==> config.mk <==
export PLATFORM = sky130hd
export DESIGN_NAME = pal_cell
export DESIGN_NICKNAME = d
export VERILOG_FILES = /design/src/hdl/pal_pkg.sv /design/src/hdl/pal_cell.sv
export SDC_FILE = /design/constraint.sdc
export NUM_CORES = 1
export LEC_CHECK = 0
export BUFFER_PORTS_ARGS = -buffer_cell sky130_fd_sc_hd__buf_2
export CAP_MARGIN = 20
export CORE_MARGIN = 1
export CORE_UTILIZATION = 30
export CTS_CLUSTER_SIZE = 40
export DETAILED_ROUTE_END_ITERATION = 16
export HOLD_SLACK_MARGIN = 0.1
export MAX_ROUTING_LAYER = met4
export SLEW_MARGIN = 25
export SYNTH_ARGS = -nofsm -noshare
export SYNTH_HDL_FRONTEND = slang
export SYNTH_SLANG_ARGS = --single-unit
==> constraint.sdc <==
create_clock -name i_clk -period 4.2 [get_ports i_clk]
set_input_delay 0.21 -clock i_clk [delete_from_list [all_inputs] [get_ports i_clk]]
set_output_delay 0.21 -clock i_clk [all_outputs]
set_load 0.01 [all_outputs]
==> src/hdl/pal_pkg.sv <==
// ----------------------------------------------------------------------------
// pal_pkg: shared types and constants for the positional array list
// Sizes, operation and status codes, and the structs that run between the
// decoder, the cell row and the top level.
// ----------------------------------------------------------------------------
package pal_pkg;

    localparam int CAPACITY  = 64;
    localparam int WORD_BITS = 32;

    // fixed field widths of the ports
    localparam int MODE_BITS  = 3;
    localparam int POS_BITS   = 7;
    localparam int ITEM_BITS  = 32;
    localparam int STAT_BITS  = 2;
    localparam int COUNT_BITS = 7;

    localparam int CNT_W = $clog2(CAPACITY + 1);
    localparam int IDX_W = $clog2(CAPACITY);
    localparam int CMP_W = (CNT_W > POS_BITS) ? CNT_W : POS_BITS;

    // read-out tree: groups of cells ORed in the first stage
    localparam int GROUP      = 8;
    localparam int NUM_GROUPS = (CAPACITY + GROUP - 1) / GROUP;

    typedef enum logic [MODE_BITS-1:0] {
        MODE_PUSH_BACK  = 3'd0,
        MODE_PUSH_FRONT = 3'd1,
        MODE_INSERT     = 3'd2,
        MODE_ERASE      = 3'd3,
        MODE_POP_BACK   = 3'd4,
        MODE_POP_FRONT  = 3'd5,
        MODE_READ       = 3'd6,
        MODE_CLEAR      = 3'd7
    } t_mode;

    typedef enum logic [STAT_BITS-1:0] {
        ST_OK    = 2'd0,
        ST_FULL  = 2'd1,
        ST_EMPTY = 2'd2,
        ST_RANGE = 2'd3
    } t_status;

    // broadcast to every cell on an accepted transfer
    typedef struct packed {
        logic                 ins;
        logic                 rem;
        logic [IDX_W-1:0]     at;
        logic [WORD_BITS-1:0] word;
    } t_cell_cmd;

    // read select, in the cycle after the transfer
    typedef struct packed {
        logic             en;
        logic [IDX_W-1:0] pos;
    } t_cell_rd;

    // per-item result of the decoder
    typedef struct packed {
        t_status          status;
        logic [CNT_W-1:0] count;
        logic             rd;
        logic [IDX_W-1:0] pos;
    } t_ctrl_res;

endpackage

==> src/hdl/pal_cell.sv <==
// ----------------------------------------------------------------------------
// pal_cell: one list entry
// Holds one word; loads, takes its left neighbor (insert) or its right
// neighbor (removal) as the broadcast command says, and drives its word on
// the read lines when selected.
// ----------------------------------------------------------------------------
module pal_cell (
    input  logic                          i_clk,
    input  logic [pal_pkg::IDX_W-1:0]     i_idx,
    input  pal_pkg::t_cell_cmd            i_cmd,
    input  pal_pkg::t_cell_rd             i_rd,
    input  logic [pal_pkg::WORD_BITS-1:0] i_left,
    input  logic [pal_pkg::WORD_BITS-1:0] i_right,
    output logic [pal_pkg::WORD_BITS-1:0] o_word,
    output logic [pal_pkg::WORD_BITS-1:0] o_rd_word
);

    logic [pal_pkg::WORD_BITS-1:0] r_word;
    logic [pal_pkg::WORD_BITS-1:0] n_word;

    always_comb begin
        n_word = r_word;
        if (i_cmd.ins) begin
            if (i_idx == i_cmd.at) begin
                n_word = i_cmd.word;
            end else if (i_idx > i_cmd.at) begin
                n_word = i_left;
            end
        end else if (i_cmd.rem && (i_idx >= i_cmd.at)) begin
            n_word = i_right;
        end
    end

    always_ff @(posedge i_clk) begin
        r_word <= n_word;
    end

    assign o_word    = r_word;
    assign o_rd_word = (i_rd.en && (i_rd.pos == i_idx)) ? r_word : '0;

endmodule

==> flow_metrics.py, run 1 <==
metrics = {
    "status": {
        "status": "completed",
    },
    "synth": {
        "synth.net_count": 410,
        "synth_enable_flop_cells": 32,
        "synth_top_area_frac": 0.419,
        "synth_ff_type": "edfxtp_1",
        "ys_ff_latch": 32,
        "synth_area_sq_um": 2300,
        "syn_inst": 286,
        "synth_top_area_cell": "edfxtp_1",
        "avgSynthCellArea_sq_um": 8.03,
        "yosys_warnings": 0,
        "ys_seq_area_frac": 0.419,
        "synthTopCellsByArea": "edfxtp_1, nand4_1, a31oi_1",
        "synthTopCellsByCount": "inv_1, nand4_1, a31oi_1, nor2_1",
        "yosysMostFrequentCell": "inv_1",
        "yosysUniqueCellTypes": 22,
        "synthArstFlopShare": 0,
    },
    "grt": {
        "grt_pass1_wl_microns": 11200,
        "track_usage": 0.197,
        "grt_max_degree": 66,
        "grt-ovfl-total": 0,
        "grt_pass1_vias": 2298,
        "antenna_found_initial": 1,
    },
    "power": {
        "powerDensity_nw_per_um2": 283,
        "leakage_nw": 1.60,
        "ir_worst_vdd_mv": 0.100,
    },
    "placed_design": {
        "port_buffers": 181,
        "placed_area_sq_um": 3250,
        "globalplace.congestion": 0.901,
        "hpwlAfterDp_microns": 6020,
    },
    "sta": {
        "hold_violations": 0,
        "tightest_slew_ps": 602,
        "rsz0062_at_grt": "false",
        "slew_viol_final": 0,
        "slew_headroom": 0.598,
        "fin_crit_sh": 0.514,
        "min_period_ps": 2160,
        "fin_setup_tns_ps": 0,
        "fmax_ghz": 0.463,
        "finalSetupViolCount": 0,
    },
    "setup_path": {
        "path_class": "input port to flip-flop",
        "slowest_stage": "ha_1",
        "worstPathCellList": "buf_2 > ha_1 > buf_4 > nand2_1 > o22a_1 > a31oi_4 > buf_16",
        "cp-start-kind": "input port",
        "cp.required_ps": 4180,
        "slowest_delay_ps": 480,
        "crit_path_end_kind": "flip-flop",
        "path_max_fanout": 23,
        "crit_arrival_ps": 2140,
    },
    "route": {
        "drc": 0,
        "drt-vias-per-instance": 4.93,
        "drtIter0Drc": 167,
        "wire_per_inst_microns": 14.5,
        "wl_microns": 8030,
        "ant_nets": 0,
        "first_pass_iters": 5,
        "vias": 2719,
    },
    "min_path": {
        "min_path_type": "input port to flip-flop",
        "hold_depth": 3,
    },
    "floorplanning": {
        "die_area_sq_um": 8010,
        "initial_core_util": 0.313,
        "die_w_microns": 89.5,
        "ios": 182,
        "coreArea_sq_um": 7330,
        "row_count": 31,
        "fp.dieH_microns": 89.5,
    },
    "finish": {
        "drive_gt1_frac": 0.434,
        "syn2layout_area_growth_pct": 46.2,
        "fin_nets": 576,
        "fin_area_sq_um": 3360,
        "largest_reg_flops": 32,
    },
    "cts": {
        "cts_made_buffers": 5,
        "clock_sinks": 32,
        "clkTransAtPathRegs_ps": 70,
        "cts_tree": "yes",
        "holdBufCountCts": 0,
        "ctsResizeCount": 0,
        "cts-root-buf": "clkbuf_8",
        "h-tree-depth": 2,
        "clock_path_buffers": 2,
        "cts_setup_buffers": 0,
    },
    "run": {
        "maxCapViolCount": 0,
    },
}
[cells in the final DEF, fill, tap and decap left out]
cell / netlist / layout
buf_2: 5 / 181
inv_1: 38 / 38
nand4_1: 34 / 34
nor2_1: 33 / 33
o21ai_0: 32 / 32
a31oi_1: 33 / 32
nor3_1: 32 / 32
edfxtp_1: 32 / 32
buf_4: 1 / 8
xnor2_1: 6 / 6
ha_1: 6 / 6
clkbuf_8: 0 / 5
nand2_1: 2 / 2
a21oi_1: 2 / 2
clkinv_1: 0 / 2
diode_2: 0 / 1
and4_1: 1 / 1
nand3_1: 1 / 1
o22a_1: 1 / 1
nor2b_1: 1 / 1
o21ai_1: 1 / 1
a31oi_4: 0 / 1
buf_16: 0 / 1
[through the flow]
step / utilization / worst slack [ps] / power [W] / instances / hold slack (ps)
3_5_place_dp: 0.443 / 1440 / 0.000735 / 543 / 561
3_3_place_gp: 0.443 / 1530 / 0.000730 / 543 / 553
5_1_grt: 0.458 / 1910 / 0.00101 / 552 / 280
2_1_floorplan: - / 919 / 0.000596 / 286 / 459
6_report: 0.458 / 2040 / 0.000949 / 552 / 273
4_1_cts: 0.454 / 1730 / 0.000951 / 550 / 264
[cell families after synthesis]
| kind of cell | count (synthesis) | share of synthesized area |
|---|---|---|
| AOI/OAI and AO/OA | 69 | 0.170 |
| xor gates and xnor gates | 6 | 0.0229 |
| adders and majority gates | 6 | 0.0327 |
| buffers and inverters | 69 | 0.128 |
| DFF | 32 | 0.419 |
| and+or+nand+nor | 104 | 0.228 |
[path summary, 6_finish.rpt]
kind         from         end
min   i_right[15]  o_word[15]
max      i_idx[1]  o_word[22]
[critical path: cells and delay by family]
| family | cells | cell delay, ps |
|---|---|---|
| AOI/OAI and AO/OA | 2 | 650 |
| and+or+nand+nor | 1 | 100 |
| buffers and inverters | 3 | 670 |
| adders and majority gates | 1 | 480 |
[power by group]
group | internal [W] | switching (W) | leakage (nW) | total, W
clock network | 0.000109 | 0.000105 | 0.0391 | 0.000215
registers | 0.000415 | 0.0000265 | 0.308 | 0.000441
logic | 0.000121 | 0.000172 | 1.25 | 0.000293
[routing by layer]
metal | global-route usage | vias to the layer above | wire (microns)
met5 | - | - | 0
met4 | 0.0635 | 0 | 127
met3 | 0.0323 | 10 | 432
met2 | 0.336 | 122 | 4160
met1 | 0.236 | 1219 | 3310
li1 | - | 1368 | -
[final cells by class]
type | count | area (sq um)
Antenna cell | 1 | 2.50
Clock buffer | 5 | 68.8
Clock inverter | 2 | 7.51
Fill cell | 769 | 3970
Inverter | 38 | 143
Multi-Input combinational cell | 185 | 1060
Sequential cell | 32 | 961
Tap cell | 99 | 124
Timing Repair Buffer | 190 | 993
Power figures use the tool's default switching activity.
==> inputs of run 2 (changes only) <==
==> constraint.sdc (replaced) <==
create_clock -name i_clk -period 2.14 [get_ports i_clk]
set_input_delay 0.107 -clock i_clk [delete_from_list [all_inputs] [get_ports i_clk]]
set_output_delay 0.107 -clock i_clk [all_outputs]
set_load 0.01 [all_outputs]
==> run 2 against run 1 <==
Setup slack got worse by 1300 ps. Sequential share of layout area decreased by 0.096 points. Die area unchanged. Non-clock buffer count increased by 4. Power increased by 96%. Critical path depth decreased by 1. Final cell count increased by 0.72%. Combinational power increased by 97%. Worst hold slack got worse by 95 ps. Flip-flop and latch count unchanged. Design area increased by 0.34%. Critical endpoint is now o_word[20]. Largest cell class unchanged.
==> flow_metrics.py, run 2 (same netlist as run 1, synthesis figures left out) <==
metrics = {
    "floorplanning": {
        "initial_core_util": 0.313,
        "row_count": 31,
        "die_area_sq_um": 8010,
        "coreArea_sq_um": 7330,
        "ios": 182,
        "fp.dieH_microns": 89.5,
        "die_w_microns": 89.5,
    },
    "cts": {
        "ctsResizeCount": 0,
        "clock_sinks": 32,
        "cts_tree": "yes",
        "cts_setup_buffers": 0,
        "cts_made_buffers": 5,
        "h-tree-depth": 2,
        "clkTransAtPathRegs_ps": 60,
        "cts-root-buf": "clkbuf_8",
        "holdBufCountCts": 0,
        "clock_path_buffers": 2,
    },
    "setup_path": {
        "path_max_fanout": 18,
        "path_class": "input port to flip-flop",
        "worstPathCellList": "buf_2 > ha_1 > nand4_1 > o22a_1 > a31oi_4 > buf_4",
        "crit_path_end_kind": "flip-flop",
        "slowest_stage": "ha_1",
        "critical_path.endpoint": "o_word[20]",
        "crit_arrival_ps": 1370,
        "startpoint": "i_idx[5]",
        "cp-start-kind": "input port",
        "cp.required_ps": 2100,
        "slowest_delay_ps": 330,
    },
    "power": {
        "leakage_nw": 1.61,
        "ir_worst_vdd_mv": 0.179,
        "powerDensity_nw_per_um2": 552,
        "power.total_w": 0.00186,
    },
    "sta": {
        "slew_viol_final": 0,
        "fin_setup_tns_ps": 0,
        "hold_violations": 0,
        "fin_crit_sh": 0.659,
        "tightest_slew_ps": 590,
        "min_period_ps": 1410,
        "fmax_ghz": 0.709,
        "slew_headroom": 0.607,
        "whs_ps": 177,
        "finalSetupViolCount": 0,
        "rsz0062_at_grt": "false",
    },
    "finish": {
        "drive_gt1_frac": 0.438,
        "fin_area_sq_um": 3370,
        "antenna_cells": 0,
        "syn2layout_area_growth_pct": 46.7,
        "fin_nets": 580,
        "mostFrequentLayoutCell": "buf_2",
        "final_cell_mix": "buf_2, inv_1, nand4_1, nor2_1",
        "largest_reg_flops": 32,
        "fillers": 749,
    },
    "route": {
        "first_pass_iters": 4,
        "drc": 0,
        "wire_per_inst_microns": 13.8,
        "ant_nets": 0,
        "vias": 2758,
        "wl_microns": 7670,
        "drt-vias-per-instance": 4.96,
        "drtIter0Drc": 108,
    },
    "status": {
        "status": "completed",
    },
    "placed_design": {
        "hpwlAfterDp_microns": 5850,
        "globalplace.congestion": 0.769,
        "placed_area_sq_um": 3290,
        "port_buffers": 181,
    },
    "grt": {
        "grt_pass1_vias": 2404,
        "antenna_found_initial": 0,
        "grt_max_degree": 65,
        "grt_pass1_wl_microns": 11100,
        "track_usage": 0.188,
        "grt-ovfl-total": 0,
    },
    "min_path": {
        "min_path_type": "input port to flip-flop",
    },
    "run": {
        "maxCapViolCount": 0,
    },
}
[run 2: layout make-up]
class	count	area (sq um)	share of cell area
clock buffer	7	76.3	0.0227
clock inverter	1	3.75	0.00111
inverter	38	143	0.0423
multi-input combinational	185	1060	0.314
sequential	32	961	0.285
tap	99	124	0.0368
timing repair buffer	194	1000	0.298
[run 2: through the flow]
step / util / cells / setup slack [ps]
2_1_floorplan: - / 286 / 134
3_3_place_gp: 0.449 / 548 / 484
3_5_place_dp: 0.449 / 548 / 455
4_1_cts: 0.459 / 556 / 744
5_1_grt: 0.459 / 556 / 654
6_report: 0.459 / 556 / 729
[run 2: worst max-delay path, delay by kind of cell]
kind | cells | cell delay [ps]
buffers and inverters | 2 | 380
AO/OA/AOI/OAI | 2 | 410
AND/OR/NAND/NOR | 1 | 130
adder cells (fa/ha/maj) | 1 | 330
[run 2: worst min path at each step]
| stage | start | endpoint | cells past startpoint |
|---|---|---|---|
| 2_1_floorplan | i_right[10] | o_word[10] | 2 |
| 3_3_place_gp | i_right[26] | o_word[26] | 3 |
| 3_5_place_dp | i_right[22] | o_word[22] | 3 |
| 4_1_cts | i_right[8] | o_word[8] | 3 |
| 5_1_grt | i_right[8] | o_word[8] | 3 |
| 6_report | i_right[30] | o_word[30] | 3 |
[run 2: power breakdown]
| group | total, W | internal (W) | switching [W] |
|---|---|---|---|
| Clock | 0.000421 | 0.000226 | 0.000195 |
| Sequential | 0.000864 | 0.000813 | 0.0000501 |
| Combinational | 0.000576 | 0.000237 | 0.000339 |
[run 2: routing by layer]
layer / global-route usage / wire [microns] / share of wire
met4: 0.0577 / 125 / 0.016
met1: 0.224 / 3290 / 0.43
met2: 0.330 / 3880 / 0.51
met3: 0.0259 / 379 / 0.049
met5: - / 0 / 0
