$ cat src/hdl/pal_pkg.sv
// ----------------------------------------------------------------------------
// pal_pkg: shared types and constants for the positional array list
// Sizes, operation and status codes, and the structs that run between the
// decoder, the cell row and the top level.
// ----------------------------------------------------------------------------
package pal_pkg;

    localparam int CAPACITY  = 64;
    localparam int WORD_BITS = 32;

    // fixed field widths of the ports
    localparam int MODE_BITS  = 3;
    localparam int POS_BITS   = 7;
    localparam int ITEM_BITS  = 32;
    localparam int STAT_BITS  = 2;
    localparam int COUNT_BITS = 7;

    localparam int CNT_W = $clog2(CAPACITY + 1);
    localparam int IDX_W = $clog2(CAPACITY);
    localparam int CMP_W = (CNT_W > POS_BITS) ? CNT_W : POS_BITS;

    // read-out tree: groups of cells ORed in the first stage
    localparam int GROUP      = 8;
    localparam int NUM_GROUPS = (CAPACITY + GROUP - 1) / GROUP;

    typedef enum logic [MODE_BITS-1:0] {
        MODE_PUSH_BACK  = 3'd0,
        MODE_PUSH_FRONT = 3'd1,
        MODE_INSERT     = 3'd2,
        MODE_ERASE      = 3'd3,
        MODE_POP_BACK   = 3'd4,
        MODE_POP_FRONT  = 3'd5,
        MODE_READ       = 3'd6,
        MODE_CLEAR      = 3'd7
    } t_mode;

    typedef enum logic [STAT_BITS-1:0] {
        ST_OK    = 2'd0,
        ST_FULL  = 2'd1,
        ST_EMPTY = 2'd2,
        ST_RANGE = 2'd3
    } t_status;

    // broadcast to every cell on an accepted transfer
    typedef struct packed {
        logic                 ins;
        logic                 rem;
        logic [IDX_W-1:0]     at;
        logic [WORD_BITS-1:0] word;
    } t_cell_cmd;

    // read select, in the cycle after the transfer
    typedef struct packed {
        logic             en;
        logic [IDX_W-1:0] pos;
    } t_cell_rd;

    // per-item result of the decoder
    typedef struct packed {
        t_status          status;
        logic [CNT_W-1:0] count;
        logic             rd;
        logic [IDX_W-1:0] pos;
    } t_ctrl_res;

endpackage

$ cat src/hdl/pal_ctrl.sv
// ----------------------------------------------------------------------------
// pal_ctrl: operation decoder
// Checks an incoming operation against the current count, picks the status
// and new count, and builds the shift command for the cell row.
// ----------------------------------------------------------------------------
module pal_ctrl (
    input  logic [pal_pkg::MODE_BITS-1:0] i_mode,
    input  logic [pal_pkg::POS_BITS-1:0]  i_position,
    input  logic [pal_pkg::ITEM_BITS-1:0] i_item_word,
    input  logic [pal_pkg::CNT_W-1:0]     i_count,
    output pal_pkg::t_cell_cmd            o_cmd,
    output pal_pkg::t_ctrl_res            o_res
);

    logic [pal_pkg::CMP_W-1:0] w_pos;
    logic [pal_pkg::CMP_W-1:0] w_cnt;
    logic                      w_full;
    logic                      w_empty;

    assign w_pos   = pal_pkg::CMP_W'(i_position);
    assign w_cnt   = pal_pkg::CMP_W'(i_count);
    assign w_full  = (w_cnt >= pal_pkg::CMP_W'(pal_pkg::CAPACITY));
    assign w_empty = (i_count == '0);

    always_comb begin
        o_cmd        = '0;
        o_cmd.word   = pal_pkg::WORD_BITS'(i_item_word);
        o_res.status = pal_pkg::ST_OK;
        o_res.count  = i_count;
        o_res.rd     = 1'b0;
        o_res.pos    = pal_pkg::IDX_W'(i_position);
        unique case (pal_pkg::t_mode'(i_mode))
            pal_pkg::MODE_PUSH_BACK: begin
                if (w_full) begin
                    o_res.status = pal_pkg::ST_FULL;
                end else begin
                    o_cmd.ins   = 1'b1;
                    o_cmd.at    = pal_pkg::IDX_W'(i_count);
                    o_res.count = i_count + 1'b1;
                end
            end
            pal_pkg::MODE_PUSH_FRONT: begin
                if (w_full) begin
                    o_res.status = pal_pkg::ST_FULL;
                end else begin
                    o_cmd.ins   = 1'b1;
                    o_res.count = i_count + 1'b1;
                end
            end
            pal_pkg::MODE_INSERT: begin
                // range is checked before fullness
                if (w_pos > w_cnt) begin
                    o_res.status = pal_pkg::ST_RANGE;
                end else if (w_full) begin
                    o_res.status = pal_pkg::ST_FULL;
                end else begin
                    o_cmd.ins   = 1'b1;
                    o_cmd.at    = pal_pkg::IDX_W'(i_position);
                    o_res.count = i_count + 1'b1;
                end
            end
            pal_pkg::MODE_ERASE: begin
                if (w_empty) begin
                    o_res.status = pal_pkg::ST_EMPTY;
                end else if (w_pos >= w_cnt) begin
                    o_res.status = pal_pkg::ST_RANGE;
                end else begin
                    o_cmd.rem   = 1'b1;
                    o_cmd.at    = pal_pkg::IDX_W'(i_position);
                    o_res.count = i_count - 1'b1;
                end
            end
            pal_pkg::MODE_POP_BACK: begin
                if (w_empty) begin
                    o_res.status = pal_pkg::ST_EMPTY;
                end else begin
                    o_res.count = i_count - 1'b1;
                end
            end
            pal_pkg::MODE_POP_FRONT: begin
                if (w_empty) begin
                    o_res.status = pal_pkg::ST_EMPTY;
                end else begin
                    o_cmd.rem   = 1'b1;
                    o_res.count = i_count - 1'b1;
                end
            end
            pal_pkg::MODE_READ: begin
                if (w_empty) begin
                    o_res.status = pal_pkg::ST_EMPTY;
                end else if (w_pos >= w_cnt) begin
                    o_res.status = pal_pkg::ST_RANGE;
                end else begin
                    o_res.rd = 1'b1;
                end
            end
            pal_pkg::MODE_CLEAR: begin
                o_res.count = '0;
            end
            default: begin
                o_res.count = i_count;
            end
        endcase
    end

endmodule

$ cat config.mk
export PLATFORM = sky130hd
export DESIGN_NAME = pal_ctrl
export DESIGN_NICKNAME = d
export VERILOG_FILES = /design/src/hdl/pal_pkg.sv /design/src/hdl/pal_ctrl.sv
export SDC_FILE = /design/constraint.sdc
export NUM_CORES = 1
export LEC_CHECK = 0
export ABC_AREA = 1
export BUFFER_PORTS_ARGS = -buffer_cell sky130_fd_sc_hd__buf_2
export CAP_MARGIN = 20
export CORE_MARGIN = 1
export CORE_UTILIZATION = 44
export DETAILED_ROUTE_END_ITERATION = 10
export GPL_TIMING_DRIVEN = 0
export PLACE_DENSITY = 0.95
export SETUP_SLACK_MARGIN = 0.02
export SLEW_MARGIN = 20
export SYNTH_ARGS = -nofsm -noshare
export SYNTH_HDL_FRONTEND = slang
export SYNTH_SLANG_ARGS = --single-unit
$ cat constraint.sdc
create_clock -name vclk -period 5.7
set_input_delay 0.855 -clock vclk [all_inputs]
set_output_delay 0.855 -clock vclk [all_outputs]
set_load 0.02 [all_outputs]
==> reports/metrics.cfg, run 1 <==
[cells_and_area]
area_growth_pct = 30.61
seq_area_um2 = 0
nets = 347
final_layout_size_suffix_gt1_frac = 0.4615
stdcell_count = 317
insertedDiodeCount = 0
clock_buffers = 0
flops_and_latches = 0

[power_and_ir_drop]
peakVddDrop_mv = 0.06309
p_leak_nw = 1.008
power_density_nw_per_um2 = 96.12
seqPwrFrac = 0
pwr-share-comb = 1.000
p_int_mw = 0.06242
clock_power_share = 0
p_sw_frac = 0.6038
netSwitchingPower_mw = 0.09513
total_power_mw = 0.1575

[place]
placed_cells = 317
io_buffers = 69
hpwl_mm = 2.708
place.gp.congestion = 0.8991

[setup_path]
critPathMaxFanout = 10
critPathRequiredTime_ns = 4.85
cp_data_arrival_time_ns = 2.82
endpoint_kind = output port
worstSetupPathType = input pin to output port
cp-start-kind = input pin

[timing]
timing.final.hold_violations = 0
rsz0062_at_grt = no
relSlewSlack = 0.7530
tns_ns = 0
fin_crit_sh = 0.6451
drv_slew = 0
worstMarginPinSlew_ns = 0.3677
fmax_mhz = 272.0
setup_viol_count_final = 0
period_minus_slack_ns = 3.677

[route]
ant_nets = 0
drt_iter0_drc = 34
drc = 0
drt-pass1-iter-count = 5
via_count = 1522
wl_per_cell_um = 9.770
drt-vias-per-instance = 4.801
drt_wl_total_mm = 3.097

[grt]
grt_pass1_wl_mm = 4.940
antenna_found_initial = 0
grt_use_total = 0.1864
gr-total-overflow = 0
grt_pass1_vias = 1233
grt_start_max_net_pins = 11

[synth]
synthDistinctLibCells = 30
synthTopCellsByCount = nand2_1 (62), buf_4 (39), inv_1 (17), nand3_1 (17), nor2_1 (16)
synthCells = 217
synth_top_area_share = 0.2333
ys_seq_area_frac = 0
yosysMostFrequentCell = nand2_1
syn_area_um2 = 1255
syn_nets = 276
synth_area_leaders = buf_4 (23%), nand2_1 (19%), ha_1 (10%)
yosysTopAreaCell = buf_4
synth_warnings = 0
syn_area_per_cell_um2 = 5.783

[floorplan]
pin_count = 105
die_w_um = 55.41
core_area_um2 = 2734
die_area_um2 = 3070
core.rowCount = 19
fp.dieH_um = 55.41
initial_core_util = 0.4590

[clock_tree]
post_cts_buffers = 0
cts_resized = 0
hold_buffers = 0

[worst_hold_path]
min_to = o_cmd[18]
hp-start = i_item_word[18]
hold_path_depth = 2
hold_class = input pin to output port

[run]
maxCapViolCount = 0

[run_status]
outcome = finished, final reports clean

-- per-layer routing --
layer	part of all wire	wire length (um)	global-route usage	vias up
met5	0	0	0	-
met4	0	0	0.01786	0
met3	0.070	216	0.007026	0
met2	0.49	1529	0.3442	57
met1	0.44	1351	0.2471	665
li1	-	-	-	800
-- power by group through the flow --
stage | clock network (mW) | logic (mW) | registers [mW]
floorplan | 0 | 0.116 | 0
global placement | 0 | 0.155 | 0
detailed placement | 0 | 0.157 | 0
CTS | 0 | 0.158 | 0
global route | 0 | 0.172 | 0
finish | 0 | 0.158 | 0
-- area by class of cell --
class,instances,area [um2]
fillers,289,1095
repair buffers,69,345.3
multi-input cells,153,857.1
well taps,31,38.79
inverters,22,83.83
plain buffers,42,314.1
-- worst max-delay path, stage by stage --
cell     delay (ns)
buf_2          0.18
inv_2          0.13
ha_1           0.30
nand2_1        0.12
inv_2          0.06
a21oi_4        0.19
nand2_1        0.13
nand2_1        0.13
nand2_2        0.09
o21ai_2        0.29
nand2_1        0.10
o21ai_1        0.08
buf_2          0.18
-- cell usage in the layout, fill, tap and decap left out --
| cell type | instances |
|---|---|
| ha_1 | 10 |
| clkinv_2 | 1 |
| nor3_4 | 1 |
| nand4_1 | 7 |
| xor2_1 | 5 |
| buf_4 | 39 |
| o21ai_0 | 6 |
| nand2_4 | 2 |
| a21oi_1 | 5 |
| o21ai_1 | 3 |
| nand2_1 | 62 |
| o21ai_2 | 1 |
| o211ai_1 | 1 |
| nand3_2 | 1 |
| a21oi_4 | 1 |
| o221ai_1 | 1 |
| nand2_2 | 5 |
| nor3_2 | 1 |
| nor2_1 | 16 |
| buf_2 | 71 |
| a22oi_2 | 1 |
| buf_6 | 1 |
| inv_2 | 4 |
| nor3_1 | 2 |
| nor2_2 | 1 |
| nor2_4 | 2 |
| and3_1 | 1 |
| inv_1 | 17 |
| nand3_1 | 17 |
| a22oi_1 | 1 |
-- per-stage QoR --
| step | instance area, um2 | utilization | setup slack (ns) | hold slack, ns |
|---|---|---|---|---|
| 2_1_floorplan | 1255 | - | 2.298 | 1.823 |
| 3_3_place_gp | 1639 | 0.5995 | 2.100 | 1.926 |
| 3_5_place_dp | 1639 | 0.5995 | 2.048 | 1.927 |
| 4_1_cts | 1639 | 0.5995 | 2.047 | 1.927 |
| 5_1_grt | 1639 | 0.5995 | 1.845 | 1.928 |
| 6_report | 1639 | 0.5995 | 2.023 | 1.926 |
-- worst max path at each step --
stage                     startpoint  depth (start not counted)   endpoint  slack [ns]
after floorplan           i_count[6]                         12  o_res[13]        2.30
after global placement    i_count[6]                         13  o_cmd[35]        2.10
after detailed placement  i_count[6]                         13  o_cmd[34]        2.05
after CTS                 i_count[6]                         13  o_cmd[34]        2.05
after global routing      i_count[6]                         13  o_cmd[33]        1.85
final                     i_count[6]                         13  o_cmd[34]        2.02
-- kinds of logic after synthesis --
family                   share of synthesized area
adder cells (fa/ha/maj)                    0.09970
AND/OR/NAND/NOR                             0.4437
AO/OA/AOI/OAI                               0.1047
buffers and inverters                       0.3170
XOR/XNOR                                   0.03489
(Power assumes the default switching activity.)
==> run 2: changes to the inputs <==
--- a/config.mk
+++ b/config.mk
@@ -9,10 +9,10 @@
 export BUFFER_PORTS_ARGS = -buffer_cell sky130_fd_sc_hd__buf_2
 export CAP_MARGIN = 20
 export CORE_MARGIN = 1
-export CORE_UTILIZATION = 44
+export CORE_UTILIZATION = 37
 export DETAILED_ROUTE_END_ITERATION = 10
 export GPL_TIMING_DRIVEN = 0
-export PLACE_DENSITY = 0.95
+export PLACE_DENSITY = 0.91
 export SETUP_SLACK_MARGIN = 0.02
 export SLEW_MARGIN = 20
 export SYNTH_ARGS = -nofsm -noshare
==> constraint.sdc (replaced) <==
create_clock -name vclk -period 3
set_input_delay 0.45 -clock vclk [all_inputs]
set_output_delay 0.45 -clock vclk [all_outputs]
set_load 0.02 [all_outputs]
==> run 2 against run 1 <==
Compared with the run above: combinational power rose by 92%; sequential share of layout area did not move; hold slack got worse by 0.81 ns; design area rose by 2.1%; cell count rose by 4.1%; count of clock-buffer cells in the layout did not move; largest power group unchanged; via count rose by 1.8%; first-iteration DRC count rose by 29%; critical endpoint is now o_cmd[35]; routed wire length rose by 5.0%; die area rose by 18%; worst setup slack got worse by 1.8 ns.
==> reports/metrics.cfg, run 2 (synthesis results as in run 1) <==
[run_status]
outcome = finished, final reports clean  ; unchanged

[grt]
antenna_found_initial = 0  ; unchanged
grt_pass1_wl_mm = 5.147  ; was 4.940 mm
grt_use_total = 0.1767  ; was 0.1864
gr-total-overflow = 0  ; unchanged
grt_pass1_vias = 1231  ; was 1,233
grt_start_max_net_pins = 11  ; unchanged

[clock_tree]
post_cts_buffers = 0  ; unchanged

[floorplan]
pin_count = 105  ; unchanged
die_w_um = 60.24  ; was 55.41 um
die_area_um2 = 3629  ; was 3070 um2
core_area_um2 = 3128  ; was 2734 um2
core.rowCount = 20  ; was 19
initial_core_util = 0.4012  ; was 0.4590
fp.dieH_um = 60.24  ; was 55.41 um

[timing]
tns_ns = 0  ; unchanged
worstMarginPinSlew_ns = 0.3520  ; was 0.3677 ns
rsz0062_at_grt = yes  ; was no
fin_crit_sh = 0.9380
drv_slew = 0  ; unchanged
setup_viol_count_final = 0  ; unchanged
relSlewSlack = 0.7635  ; was 0.7530
fmax_mhz = 355.4
period_minus_slack_ns = 2.814
timing.final.hold_violations = 0  ; unchanged

[route]
ant_nets = 0  ; unchanged
via_count = 1550  ; was 1,522
drt_iter0_drc = 44  ; was 34
drt_wl_total_mm = 3.253  ; was 3.097 mm
drt-vias-per-instance = 4.697  ; was 4.801
wl_per_cell_um = 9.858  ; was 9.770 um
drt-pass1-iter-count = 4  ; was 5
drc = 0  ; unchanged

[power_and_ir_drop]
p_leak_nw = 1.009  ; was 1.008 nW
peakVddDrop_mv = 0.07398  ; was 0.06309 mV
power_density_nw_per_um2 = 181.2  ; was 96.12 nW/um2
total_power_mw = 0.3032  ; was 0.1575 mW

[place]
hpwl_mm = 2.850  ; was 2.708 mm
place_area_um2 = 1655  ; was 1639 um2
io_buffers = 69  ; unchanged
place.gp.congestion = 0.8814  ; was 0.8991

[cells_and_area]
final_layout_size_suffix_gt1_frac = 0.4650  ; was 0.4615
nets = 347  ; unchanged
mostFrequentLayoutCells = buf_2 (71), nand2_1 (61), buf_4 (39)  ; was buf_2 (71), nand2_1 (62), buf_4 (39)
layout_commonest_cell = buf_2  ; unchanged
final_core_util = 0.5348  ; was 0.5995
insertedDiodeCount = 0  ; unchanged
clock_buffers = 0  ; unchanged
final_cell_area_um2 = 1673  ; was 1639 um2
area_growth_pct = 33.30  ; was 30.61%
seq_area_um2 = 0  ; unchanged
flops_and_latches = 0  ; unchanged

[setup_path]
critPathMaxFanout = 10  ; unchanged
cp-start-kind = input pin  ; unchanged
critPathRequiredTime_ns = 2.55  ; was 4.85 ns
crit_cells = 13  ; unchanged
path_cells = buf_2, inv_2, ha_1, nand2_1, inv_2, a21oi_4, nand2_2, nand2_1, nand2_2, o21ai_4, nand2_1, o21ai_0, buf_2  ; was buf_2, inv_2, ha_1, nand2_1, inv_2, a21oi_4, nand2_1, nand2_1, nand2_2, o21ai_2, nand2_1, o21ai_1, buf_2
cp.buffers_inverters = 4  ; unchanged
endpoint_kind = output port  ; unchanged
slowest_stage = ha_1  ; unchanged
worstSetupPathType = input pin to output port  ; unchanged
cp_data_arrival_time_ns = 2.36  ; was 2.82 ns
max_stage_delay_ns = 0.31  ; was 0.30 ns
critPathMostFrequentCell = nand2_1  ; unchanged
crit_family = buffers and inverters  ; was simple AND/OR/NAND/NOR gates

[worst_hold_path]
hp-start = i_item_word[19]  ; was i_item_word[18]
hold_class = input pin to output port  ; unchanged
min_to = o_cmd[19]  ; was o_cmd[18]
hold_path_depth = 2  ; unchanged

[run]
maxCapViolCount = 0  ; unchanged

==> run 2: repair_timing <==
action | in CTS | in global routing
endpoints found under the setup margin | 0 | 5
resized for setup | 0 | 3
hold buffers | 0 | 0
hold endpoints to repair | 0 | 0
==> run 2: layout make-up <==
type	count	area, um2
well taps	44	55.05
repair buffers	69	345.3
multi-input cells	153	874.6
fillers	331	1455
inverters	22	83.83
plain buffers	42	314.1
==> run 2: worst max path at each step <==
stage	start	end	slack [ns]
after CTS	i_count[6]	o_cmd[35]	0.17
after floorplan	i_count[6]	o_res[13]	0.41
final	i_count[6]	o_cmd[35]	0.19
after global routing	i_count[6]	o_res[8]	0.008
after global placement	i_count[6]	o_cmd[33]	0.17
after detailed placement	i_count[6]	o_cmd[35]	0.17
==> run 2: layer usage <==
metal  part of all wire  vias to the layer above  GRT usage
li1                   -                      802          -
met1               0.41                      671     0.2398
met2               0.50                       75     0.3171
met3              0.087                        2   0.008658
met4             0.0028                        0   0.009967
met5                  0                        -          0
==> run 2: per-stage QoR <==
step           setup WS [ns]  hold WS (ns)  cells
2_1_floorplan         0.4082         1.013    217
3_3_place_gp          0.1738         1.117    330
3_5_place_dp          0.1685         1.118    330
4_1_cts               0.1666         1.118    330
5_1_grt             0.007551         1.122    330
6_report              0.1860         1.116    330
==> run 2: where the power goes <==
group | leakage [nW] | internal (mW) | switching, mW
logic | 1.01 | 0.120 | 0.183
clock network | 0 | 0 | 0
registers | 0 | 0 | 0
==> run 3: changes to the inputs <==
--- a/config.mk
+++ b/config.mk
@@ -13,6 +13,7 @@
 export DETAILED_ROUTE_END_ITERATION = 10
 export GPL_TIMING_DRIVEN = 0
 export PLACE_DENSITY = 0.91
+export RECOVER_POWER = 50
 export SETUP_SLACK_MARGIN = 0.02
 export SLEW_MARGIN = 20
 export SYNTH_ARGS = -nofsm -noshare
==> run 3 against run 2 <==
Compared with the run above: count of clock-buffer cells in the layout stayed put; fmax is essentially flat; die area stayed put; first-iteration DRC count rose by 9.1%; largest power group unchanged; routed wire length up 0.61%; hold slack about the same; largest cell class unchanged; critical path depth grew 2.
==> reports/metrics.cfg, run 3 (synthesis results as in run 1) <==
[run_status]
outcome = finished, final reports clean  ; unchanged

[route]
ant_nets = 0  ; unchanged
top_layer = met3  ; was met4
drt_iter0_drc = 48  ; was 44
wl_met1_mm = 1.406  ; was 1.337 mm
wl_per_cell_um = 9.918  ; was 9.858 um
via_count = 1548  ; was 1,550
drt-vias-per-instance = 4.691  ; was 4.697
drt-pass1-iter-count = 4  ; unchanged
wl_met2_mm = 1.626  ; was 1.622 mm
wl_met3_um = 241  ; was 283 um
drc = 0  ; unchanged
drt_wl_total_mm = 3.273  ; was 3.253 mm

[run]
maxCapViolCount = 0  ; unchanged

[power_and_ir_drop]
p_leak_nw = 0.9350  ; was 1.009 nW
peakVddDrop_mv = 0.07374  ; was 0.07398 mV
power_density_nw_per_um2 = 182.1  ; was 181.2 nW/um2
total_power_mw = 0.2985  ; was 0.3032 mW

[floorplan]
fp.dieH_um = 60.24  ; unchanged
die_w_um = 60.24  ; unchanged
initial_core_util = 0.4012  ; unchanged
die_area_um2 = 3629  ; unchanged
pin_count = 105  ; unchanged
core_area_um2 = 3128  ; unchanged
core.rowCount = 20  ; unchanged

[timing]
whs_ns = 1.117  ; was 1.116 ns
rsz0062_at_grt = yes  ; unchanged
relSlewSlack = 0.7610  ; was 0.7635
setup_viol_count_final = 0  ; unchanged
drv_slew = 0  ; unchanged
tns_ns = 0  ; unchanged
worstMarginPinSlew_ns = 0.3557  ; was 0.3520 ns
fin_crit_sh = 0.9385  ; was 0.9380
period_minus_slack_ns = 2.815  ; was 2.814 ns
fmax_mhz = 355.2  ; was 355.4 MHz
timing.final.hold_violations = 0  ; unchanged

[grt]
grt_pass1_wl_mm = 5.147  ; unchanged
grt_use_total = 0.1767  ; unchanged
gr-total-overflow = 0  ; unchanged
grt_pass1_vias = 1231  ; unchanged
antenna_found_initial = 0  ; unchanged
grt_start_max_net_pins = 11  ; unchanged

[setup_path]
max_stage_delay_ns = 0.31  ; about the same
cp_data_arrival_time_ns = 2.37  ; was 2.36 ns
slowest_stage = ha_1  ; unchanged
critPathMaxFanout = 10  ; unchanged
critPathRequiredTime_ns = 2.55  ; about the same
cp-start-kind = input pin  ; unchanged
path_cells = buf_2, inv_2, ha_1, nand2_1, nor2_2, nand2_1, nand2_2, nand2_1, nand2_2, nand2_2, inv_2, nor2_1, a21oi_1, nand2_1, buf_2  ; was buf_2, inv_2, ha_1, nand2_1, inv_2, a21oi_4, nand2_2, nand2_1, nand2_2, o21ai_4, nand2_1, o21ai_0, buf_2
endpoint_kind = output port  ; unchanged
worstSetupPathType = input pin to output port  ; unchanged
critPathMostFrequentCell = nand2_1  ; unchanged

[clock_tree]
cts_resized = 0  ; unchanged
post_cts_buffers = 0  ; unchanged
hold_buffers = 0  ; unchanged

[place]
place.gp.congestion = 0.8814  ; unchanged
io_buffers = 69  ; unchanged
hpwl_mm = 2.850  ; unchanged

[cells_and_area]
mostFrequentLayoutCells = nand2_1 (61), buf_2 (44), buf_4 (39)  ; was buf_2 (71), nand2_1 (61), buf_4 (39)
nets = 347  ; unchanged
flops_and_latches = 0  ; unchanged
clock_buffers = 0  ; unchanged
layout_commonest_cell = nand2_1  ; was buf_2
seq_area_um2 = 0  ; unchanged
final_layout_size_suffix_gt1_frac = 0.3706  ; was 0.4650
insertedDiodeCount = 0  ; unchanged
fill_cells = 342  ; was 331
area_growth_pct = 30.61  ; was 33.30%

[worst_hold_path]
hold_path_depth = 2  ; unchanged
hold_class = input pin to output port  ; unchanged

run 3: worst paths after layout:
kind            start   endpoint
max        i_count[6]  o_res[12]
min   i_item_word[18]  o_cmd[18]
run 3: worst max-delay path: cells and delay by family:
family | cells | cell delay (ns)
buf+inv | 4 | 0.55
fa+ha+maj | 1 | 0.31
compound gates | 1 | 0.11
simple gates | 9 | 0.94
run 3: per-stage QoR:
step | setup slack (ns) | utilization | instance area (um2) | cells
2_1_floorplan | 0.4082 | - | 1255 | 217
3_3_place_gp | 0.1738 | 0.5292 | 1655 | 330
6_report | 0.1846 | 0.5240 | 1639 | 330
4_1_cts | 0.1666 | 0.5292 | 1655 | 330
3_5_place_dp | 0.1685 | 0.5292 | 1655 | 330
5_1_grt | 0.007551 | 0.5240 | 1639 | 330
run 3: per-layer routing:
layer	track usage	up-vias
li1	-	801
met2	0.3171	70
met5	0	-
met3	0.008658	0
met1	0.2398	677
met4	0.009967	0
run 3: area by class of cell:
type	count	area, um2	area share
Multi-Input combinational cell	153	874.6	0.5336
Buffer	42	314.1	0.1916
Timing Repair Buffer	69	311.5	0.1901
Inverter	22	83.83	0.05115
Tap cell	44	55.05	0.03359
run 3: power breakdown:
part / switching (mW) / internal [mW] / leakage [nW]
clock network: 0 / 0 / 0
logic: 0.184 / 0.115 / 0.935
registers: 0 / 0 / 0
